[config.mk]
export PLATFORM = sky130hd
export DESIGN_NAME = tbcpu_ctrl
export DESIGN_NICKNAME = d
export VERILOG_FILES = /design/src/rtl/core/tbcpu_pkg.sv /design/src/rtl/core/tbcpu_ctrl.sv
export SDC_FILE = /design/constraint.sdc
export NUM_CORES = 1
export LEC_CHECK = 0
export BUFFER_PORTS_ARGS = -buffer_cell sky130_fd_sc_hd__buf_2
export CAP_MARGIN = 30
export CELL_PAD_IN_SITES_DETAIL_PLACEMENT = 0
export CELL_PAD_IN_SITES_GLOBAL_PLACEMENT = 1
export CORE_MARGIN = 3
export CORE_UTILIZATION = 38
export CTS_CLUSTER_DIAMETER = 120
export DETAILED_ROUTE_END_ITERATION = 16
export PLACE_DENSITY_LB_ADDON = 0.1
export SLEW_MARGIN = 20
export SYNTH_ARGS = -nofsm -noshare
export SYNTH_HDL_FRONTEND = slang
export SYNTH_SLANG_ARGS = --single-unit
[constraint.sdc]
create_clock -name clk -period 4.3 [get_ports clk]
set_clock_uncertainty 0.2 [all_clocks]
set_input_delay 0.43 -clock clk [delete_from_list [all_inputs] [get_ports clk]]
set_output_delay 0.43 -clock clk [all_outputs]
set_load 0.05 [all_outputs]
[src/rtl/core/tbcpu_pkg.sv]
// Shared types and constants for the twelve-bit memory-reference processor.
// Used by the controller, the datapath and the top level; no dependencies.
`default_nettype none
package tbcpu_pkg;

  // Item kinds carried on the input tuser
  localparam logic [1:0] KIND_EXEC  = 2'd0;
  localparam logic [1:0] KIND_IRQ   = 2'd1;
  localparam logic [1:0] KIND_WRITE = 2'd2;
  localparam logic [1:0] KIND_READ  = 2'd3;

  // Major opcodes, instruction bits 11:9
  localparam logic [2:0] OP_AND = 3'd0;
  localparam logic [2:0] OP_TAD = 3'd1;
  localparam logic [2:0] OP_ISZ = 3'd2;
  localparam logic [2:0] OP_DCA = 3'd3;
  localparam logic [2:0] OP_JMS = 3'd4;
  localparam logic [2:0] OP_JMP = 3'd5;
  localparam logic [2:0] OP_IOT = 3'd6;
  localparam logic [2:0] OP_OPR = 3'd7;

  // Word constants
  localparam logic [11:0] WORD_ONES  = 12'o7777;
  localparam logic [11:0] RESET_PC   = 12'o7777;
  localparam logic [11:0] IRQ_VECTOR = 12'o0001;
  localparam logic [11:0] IRQ_SAVE   = 12'o0000;
  localparam logic [8:0]  AUTO_PAGE  = 9'o001;   // words 0010-0017
  localparam logic [15:0] CPF_RESET  = 16'd16666;

  // Cycle costs of the indirect forms
  localparam logic [4:0] CYC_INDIRECT = 5'd5;
  localparam logic [4:0] CYC_AUTO     = 5'd6;

  // Datapath commands, one per controller step
  localparam logic [3:0] CMD_NONE     = 4'd0;
  localparam logic [3:0] CMD_MEM_WR   = 4'd1;
  localparam logic [3:0] CMD_MEM_RD   = 4'd2;
  localparam logic [3:0] CMD_RD_CAP   = 4'd3;
  localparam logic [3:0] CMD_FETCH    = 4'd4;
  localparam logic [3:0] CMD_DECODE   = 4'd5;
  localparam logic [3:0] CMD_DISPATCH = 4'd6;
  localparam logic [3:0] CMD_IND_RD   = 4'd7;
  localparam logic [3:0] CMD_IND_CAP  = 4'd8;
  localparam logic [3:0] CMD_IND_WR   = 4'd9;
  localparam logic [3:0] CMD_EXEC     = 4'd10;
  localparam logic [3:0] CMD_OP_CAP   = 4'd11;
  localparam logic [3:0] CMD_ISZ_WR   = 4'd12;
  localparam logic [3:0] CMD_INTR     = 4'd13;
  localparam logic [3:0] CMD_CYCLE    = 4'd14;

  typedef struct packed {
    logic [3:0] op;
    logic       item_load;
    logic       out_load;
  } cmd_t;

  typedef struct packed {
    logic [2:0] opcode;
    logic       indirect;
    logic       autoindex;
  } stat_t;

  // Base cycle cost of each major opcode
  function automatic logic [4:0] cycle_base(input logic [2:0] opcode);
    logic [4:0] c;
    unique case (opcode)
      OP_AND, OP_TAD, OP_JMP, OP_OPR: c = 5'd10;
      OP_ISZ:                         c = 5'd16;
      OP_DCA, OP_JMS:                 c = 5'd11;
      default:                        c = 5'd0;
    endcase
    return c;
  endfunction

endpackage
`default_nettype wire

[src/rtl/core/tbcpu_ctrl.sv]
// Sequencing state machine for the twelve-bit processor.
// Depends on tbcpu_pkg for commands and status; drives the datapath and the handshakes.
`default_nettype none
module tbcpu_ctrl (
  input  logic               clk,
  input  logic               rst,
  input  logic               s_tvalid,
  input  logic [1:0]         s_tuser,
  output logic               s_tready,
  input  logic               m_tready,
  output logic               m_tvalid,
  input  tbcpu_pkg::stat_t   stat,
  output tbcpu_pkg::cmd_t    cmd
);
  import tbcpu_pkg::*;

  localparam logic [3:0] S_IDLE     = 4'd0;
  localparam logic [3:0] S_MEM_WR   = 4'd1;
  localparam logic [3:0] S_MEM_RD   = 4'd2;
  localparam logic [3:0] S_RD_CAP   = 4'd3;
  localparam logic [3:0] S_FETCH    = 4'd4;
  localparam logic [3:0] S_DECODE   = 4'd5;
  localparam logic [3:0] S_DISPATCH = 4'd6;
  localparam logic [3:0] S_IND_RD   = 4'd7;
  localparam logic [3:0] S_IND_CAP  = 4'd8;
  localparam logic [3:0] S_IND_WR   = 4'd9;
  localparam logic [3:0] S_EXEC     = 4'd10;
  localparam logic [3:0] S_OP_CAP   = 4'd11;
  localparam logic [3:0] S_ISZ_WR   = 4'd12;
  localparam logic [3:0] S_INTR     = 4'd13;
  localparam logic [3:0] S_CYCLE    = 4'd14;
  localparam logic [3:0] S_DONE     = 4'd15;

  logic [3:0] state;
  logic [3:0] state_next;
  logic       accept;
  logic       out_free;

  assign s_tready = (state == S_IDLE);
  assign accept   = s_tvalid && s_tready;
  assign out_free = !m_tvalid || m_tready;

  // Choose the next step
  always_comb begin
    state_next = state;
    unique case (state)
      S_IDLE: begin
        if (accept) begin
          unique case (s_tuser)
            KIND_EXEC:  state_next = S_FETCH;
            KIND_IRQ:   state_next = S_DONE;
            KIND_WRITE: state_next = S_MEM_WR;
            default:    state_next = S_MEM_RD;
          endcase
        end
      end
      S_MEM_WR:   state_next = S_DONE;
      S_MEM_RD:   state_next = S_RD_CAP;
      S_RD_CAP:   state_next = S_DONE;
      S_FETCH:    state_next = S_DECODE;
      S_DECODE:   state_next = S_DISPATCH;
      S_DISPATCH: begin
        if (stat.opcode == OP_IOT || stat.opcode == OP_OPR) begin
          state_next = S_INTR;
        end else if (stat.indirect) begin
          state_next = S_IND_RD;
        end else begin
          state_next = S_EXEC;
        end
      end
      S_IND_RD:   state_next = S_IND_CAP;
      S_IND_CAP:  state_next = stat.autoindex ? S_IND_WR : S_EXEC;
      S_IND_WR:   state_next = S_EXEC;
      S_EXEC: begin
        if (stat.opcode == OP_AND || stat.opcode == OP_TAD || stat.opcode == OP_ISZ) begin
          state_next = S_OP_CAP;
        end else begin
          state_next = S_INTR;
        end
      end
      S_OP_CAP:   state_next = (stat.opcode == OP_ISZ) ? S_ISZ_WR : S_INTR;
      S_ISZ_WR:   state_next = S_INTR;
      S_INTR:     state_next = S_CYCLE;
      S_CYCLE:    state_next = S_DONE;
      S_DONE: begin
        if (out_free) begin
          state_next = S_IDLE;
        end
      end
      default:    state_next = S_IDLE;
    endcase
  end

  // Map each step to its datapath command
  always_comb begin
    cmd.item_load = accept;
    cmd.out_load  = (state == S_DONE) && out_free;
    unique case (state)
      S_MEM_WR:   cmd.op = CMD_MEM_WR;
      S_MEM_RD:   cmd.op = CMD_MEM_RD;
      S_RD_CAP:   cmd.op = CMD_RD_CAP;
      S_FETCH:    cmd.op = CMD_FETCH;
      S_DECODE:   cmd.op = CMD_DECODE;
      S_DISPATCH: cmd.op = CMD_DISPATCH;
      S_IND_RD:   cmd.op = CMD_IND_RD;
      S_IND_CAP:  cmd.op = CMD_IND_CAP;
      S_IND_WR:   cmd.op = CMD_IND_WR;
      S_EXEC:     cmd.op = CMD_EXEC;
      S_OP_CAP:   cmd.op = CMD_OP_CAP;
      S_ISZ_WR:   cmd.op = CMD_ISZ_WR;
      S_INTR:     cmd.op = CMD_INTR;
      S_CYCLE:    cmd.op = CMD_CYCLE;
      default:    cmd.op = CMD_NONE;
    endcase
  end

  // Advance state; hold the result valid until it is taken
  always_ff @(posedge clk) begin
    if (rst) begin
      state    <= S_IDLE;
      m_tvalid <= 1'b0;
    end else begin
      state <= state_next;
      if (cmd.out_load) begin
        m_tvalid <= 1'b1;
      end else if (m_tready) begin
        m_tvalid <= 1'b0;
      end
    end
  end

endmodule
`default_nettype wire

==> results of run 1 <==
==> state kept, by name, summed over array words and instances, names as in the netlist <==
name and cells:
m_tvalid 1, state 4, cmd 4
==> metrics by stage <==
| stage | worst slack (ps) | power [mW] | hold slack, ps | cells |
|---|---|---|---|---|
| 2_1_floorplan | 1690 | 0.503 | 371 | 85 |
| 3_3_place_gp | 2140 | 0.574 | 353 | 120 |
| 3_5_place_dp | 2120 | 0.570 | 350 | 120 |
| 4_1_cts | 1960 | 0.639 | 226 | 124 |
| 5_1_grt | 1860 | 0.688 | 228 | 124 |
| 6_report | 1980 | 0.635 | 236 | 124 |
==> placed cells by master (no fill, tap or decap), types with 3 or more instances in the layout <==
master	synthesis	layout
a21oi_1	6	6
buf_2	3	18
clkbuf_4	0	3
dfxtp_1	9	9
ha_1	3	3
nand2_1	5	5
nand2b_1	4	4
nor2_1	8	8
==> synth_stat cells, drive strengths merged (2+ instances only) <==
master  number  share of area
buf          5          0.039
nor3         2          0.015
nand2b       4          0.037
clkbuf       2          0.011
a21boi       2          0.028
a31oi        2          0.018
and2         2          0.018
nand2        5          0.028
inv          4          0.022
ha           3          0.055
a21oi        6          0.044
o21a         2          0.022
nand3        3          0.029
dfxtp        9           0.26
o221ai       2          0.026
nor2         8          0.044
o21ai        4          0.029
==> metal layers <==
metal  up-vias  GRT usage  part of all wire
met5         -          0                 0
met3         6     0.0429             0.041
met2        12      0.195              0.41
met1       295      0.175              0.52
met4         0     0.0995             0.028
li1        345          -                 -
==> final cells by class <==
class / count / area [um2]
multi-input cells: 65 / 452
flip-flops and latches: 9 / 180
inverters: 4 / 15.0
well taps: 24 / 30.0
fillers: 173 / 801
clock buffers: 4 / 26.3
repair buffers: 18 / 90.1
==> report_power, final <==
group	internal, mW	switching, mW
clock network	0.0358	0.0306
registers	0.116	0.0685
logic	0.144	0.240
==> worst paths after layout <==
check,startpoint,end,depth (start not counted)
worst max-delay path,state[3],cmd[1],3
worst min-delay path,rst,m_tvalid,2
worst max register to register,state[1],cmd[2],5
worst min register to register,m_tvalid,m_tvalid,2
==> cells by family (layout without fill, tap and decap cells) <==
family,after synthesis,count (layout),synth area share
AND/OR/NAND/NOR,32,32,0.268
multiplexers,1,1,0.0147
AO/OA/AOI/OAI,29,29,0.325
buffers and inverters,11,26,0.0717
flip-flops,9,9,0.265
adder cells (fa/ha/maj),3,3,0.0552
==> metrics.md, run 1 <==
| Metric | Value |
|---|---|
| CP required | `3670 ps` |
| Post-Syn Nets | `99` |
| Root Buffer | `clkbuf_4` |
| Largest net degree at the start of global routing | `18` |
| DRC Markers | `0` |
| Initial DRC count | `14` |
| Antenna diode count | `0` |
| Global-route wire length before repair | `2480 um` |
| Max-Cap Viols | `0` |
| CP max stage cell | `nor4_2` |
| Slew Limit Headroom | `0.658` |
| Vias in the first global route | `551` |
| Core ar. | `1590 um2` |
| Clock latency on the worst-skew pair | `260 ps` |
| Final Setup Violations | `0` |
| Hold Path Class | `in2reg` |
| Initial antenna violation count | `0` |
| CP endpoint kind | `primary output` |
| Clk sink count | `9` |
| Nets@finish | `115` |
| Area of the die | `2330 um2` |
| Asr flop ratio synth | `0` |
| Initial core utilization | `0.427` |
| Gpl congestion | `0.852` |
| DRT antenna net count | `0` |
| Total Wirelength | `1510 um` |
| FF-to-FF setup slack | `2080 ps` |
| Fin Setup TNS | `0 ps` |
| Most used DFF post-synth | `dfxtp_1` |
| Worst-margin pin slew | `512 ps` |
| Critical path's largest stage delay | `520 ps` |
| Mapped Area | `681 um2` |
| Via count | `658` |
| Die Span Y | `48.3 um` |
| HPWL Detailed | `1120 um` |
| Worst path arrival time | `1690 ps` |
| Startpoint types | `flip-flop` |
| Post-synth EDFFs | `0` |
| Post-layout util | `0.498` |
| TritonRoute pass-1 iters | `4` |
| Share of the yosys chip area belonging to registers | `0.265` |
| Total CTS buffers | `3` |
| Share of layout cells above drive strength 1 | `0.280` |
| Gate Count Post-Synth | `85` |
| Maximum vdd ir drop | `0.000481 V` |
| Post-synthesis register bit count | `9` |
| Vias per cell | `5.31` |
| Buffers on Ports | `18` |
| H-tree levels | `1` |
| Final hold violations | `0` |
| Unrepaired setup endpoints after global routing | `false` |
| CP delay by family, top | `simple AND/OR/NAND/NOR gates` |
| Post-route cell area | `793 um2` |
| Crit-path max FO | `17` |
| I/O pin count | `19` |
| Slew Limit Fails | `0` |
| Buf/Inv on CP | `1` |
| Mean Syn Cell Area | `8.01 um2` |
| F_max | `430 MHz` |
| Wire per inst | `12.1 um` |
| Syn. warnings | `0` |
| PwrDens | `801 nW/um2` |
| Final period utilization | `0.540` |
| Clock transition at path regs | `60 ps` |
| Status | `completed` |
| Layout area overhead | `16.5%` |
| Post-CTS Hold Buffers | `0` |
| Die extent in x | `48.3 um` |
| CTS tree | `yes` |
| Area after DPL | `767 um2` |
| Row count | `14` |
| CP cell instances | `nor4_2 -> and2_1 -> buf_2` |
| Post-CTS Setup Bufs | `0` |
| LEAKAGE | `0.335 nW` |
| Clock Path Buffers | `2` |
| Final Critical Period | `2320 ps` |
| CTS resizes | `0` |
| Total GRT Usage | `0.138` |
| CP Class | `reg2out` |
| Congestion Overflow GR | `0` |
| Post-synth cell types | `43` |
Note: power is estimated with default switching activity, not from simulation.
==> inputs of run 2 (changes only) <==
CORE_UTILIZATION = 36   (was 38)
clock period = 2.4 ns   (was 4.3 ns; I/O delays follow)
==> run 2 against run 1 <==
  * Non-clock buffer count up 1
  * Global-route usage rose by 0.15 points
  * Setup slack lost 1700 ps
  * Die area increased by 4.9%
  * Power grew 84%
  * Utilization fell by 3.7 points
==> metrics.md, run 2 (same netlist as run 1, synthesis figures left out) <==
| Metric | Value |
|---|---|
| Worst-margin pin slew | `541 ps (+29.0 ps)` |
| Internal | `0.544 mW (+84%)` |
| Clock Path Buffers | `2 (unchanged)` |
| Total Wirelength | `1520 um (+1.2%)` |
| Unrepaired setup endpoints after global routing | `false` |
| Layout area overhead | `19.3%` |
| LEAKAGE | `0.345 nW (+3.0%)` |
| Root Buffer | `clkbuf_4` |
| CP endpoint kind | `flip-flop` |
| Post-layout util | `0.460 (-0.0374)` |
| Clock power share | `0.101 (-0.004)` |
| F_max | `467 MHz` |
| Initial antenna violation count | `0 (unchanged)` |
| Final period utilization | `0.892` |
| Final Setup Violations | `0 (unchanged)` |
| Via count | `674 (+2.4%)` |
| DRC Markers | `0 (unchanged)` |
| CTS resizes | `0 (unchanged)` |
| Critical path's largest stage delay | `660 ps (+140 ps)` |
| Commonest non-fill, non-tap cells in the layout | `18 x buf_2, 9 x dfxtp_1, 8 x nor2_1, 6 x a21oi_1, 5 x nand2_1` |
| Total GRT Usage | `0.139 (+0.00147)` |
| Initial DRC count | `5 (-9)` |
| Fin Setup TNS | `0 ps (unchanged)` |
| Initial core utilization | `0.386 (-0.0412)` |
| CP max stage cell | `dfxtp_1` |
| Hold Path Class | `in2reg` |
| Status | `completed` |
| PwrDens | `1440 nW/um2 (+80%)` |
| Comb pwr share | `0.622 (+0.017)` |
| Sw power | `0.625 mW (+84%)` |
| Post-CTS Hold Buffers | `0 (unchanged)` |
| Slew Limit Fails | `0 (unchanged)` |
| Buffers on Ports | `18 (unchanged)` |
| Row count | `15 (+1)` |
| Vias in the first global route | `584 (+6.0%)` |
| Clock latency on the worst-skew pair | `260 ps (about the same)` |
| TritonRoute pass-1 iters | `4 (unchanged)` |
| Buf/Inv on CP | `0 (-1)` |
| Post-CTS Setup Bufs | `0 (unchanged)` |
| Wire per inst | `12.1 um (-0.41%)` |
| Maximum vdd ir drop | `0.000768 V (+60%)` |
| DRT antenna net count | `0 (unchanged)` |
| Die extent in x | `49.5 um (+2.4%)` |
| Final worst slack | `260 ps (-1720 ps)` |
| H-tree levels | `1 (unchanged)` |
| Core ar. | `1760 um2 (+11%)` |
| Final Critical Period | `2140 ps` |
| Nets@finish | `116 (+0.87%)` |
| Total power | `1.17 mW (+84%)` |
| CP delay by family, top | `flip-flops` |
| Congestion Overflow GR | `0 (unchanged)` |
| Clock transition at path regs | `60 ps (about the same)` |
| Share of layout cells above drive strength 1 | `0.297 (+0.0170)` |
| Pre-CTS setup slack | `312 ps (-1800 ps)` |
| Area after DPL | `785 um2 (+2.3%)` |
| Slew Limit Headroom | `0.639 (-0.0194)` |
| Final hold violations | `0 (unchanged)` |
| Clk sink count | `9 (unchanged)` |
| Crit-path max FO | `17 (unchanged)` |
| CP required | `2350 ps (-1320 ps)` |
| Switch share | `0.535 (about the same)` |
| Vias per cell | `5.35 (+0.81%)` |
| Max-Cap Viols | `0 (unchanged)` |
| Post-route cell area | `812 um2 (+2.4%)` |
| Die Span Y | `49.5 um (+2.4%)` |
| I/O pin count | `19 (unchanged)` |
| HPWL Detailed | `1170 um (+4.5%)` |
| CP cell instances | `nand4_1 -> or2_1 -> o21a_1 -> o41a_1` |
| Worst path arrival time | `2090 ps (+400 ps)` |
| Gpl congestion | `0.739 (-13%)` |
| CP Class | `reg2reg` |
| Global-route wire length before repair | `2630 um (+6.1%)` |
| CTS tree | `yes` |
| Startpoint types | `flip-flop` |
| Area of the die | `2450 um2 (+4.9%)` |
| Most common cell after layout, fill and taps aside | `buf_2` |
| Sequential power share | `0.277 (-0.014)` |
| Antenna diode count | `0 (unchanged)` |
| Total CTS buffers | `3 (unchanged)` |
| Largest net degree at the start of global routing | `18 (unchanged)` |
-- run 2: worst register-to-register path: stages, from the launching register on --
cell and delay [ps]:
dfxtp_1 660, nand4_1 260, or2_1 330, o21a_1 150, o41a_1 420
-- run 2: power groups by stage --
| stage | clock (mW) | sequential (mW) | combinational (mW) |
|---|---|---|---|
| after floorplan | 0 | 0.340 | 0.581 |
| after global placement | 0 | 0.328 | 0.734 |
| after detailed placement | 0 | 0.325 | 0.726 |
| after CTS | 0.123 | 0.323 | 0.731 |
| after global routing | 0.135 | 0.341 | 0.792 |
| final | 0.118 | 0.324 | 0.727 |
-- run 2: per-layer routing --
layer	routed length, um	vias to the layer above	share of wire	global-route usage
met2	669	16	0.44	0.192
met3	87	0	0.057	0.0574
met1	767	306	0.50	0.201
met4	0	0	0	0.0276
met5	0	-	0	0
li1	-	352	-	-
-- run 2: cell type report --
cell class	count	area, um2
clock buffers	3	22.5
clock inverters	1	5.00
fillers	209	952
inverters	4	15.0
multi-input cells	65	460
flip-flops and latches	9	180
well taps	25	31.3
repair buffers	19	97.6
-- run 2: path summary, 6_finish.rpt --
| check | end | start | slack (ps) | depth (start not counted) |
|---|---|---|---|---|
| worst max-delay path | cmd[5] | state[3] | 260 | 4 |
| worst min-delay path | cmd[4] | rst | 50 | 2 |
| worst max register to register | cmd[5] | state[3] | 260 | 4 |
| worst min register to register | m_tvalid | m_tvalid | 380 | 2 |
-- run 2: through the flow --
step | hold slack [ps] | instances
floorplan | 250 | 85
global placement | 325 | 122
detailed placement | 322 | 122
CTS | 40.2 | 126
global route | 42.9 | 126
finish | 48.9 | 126
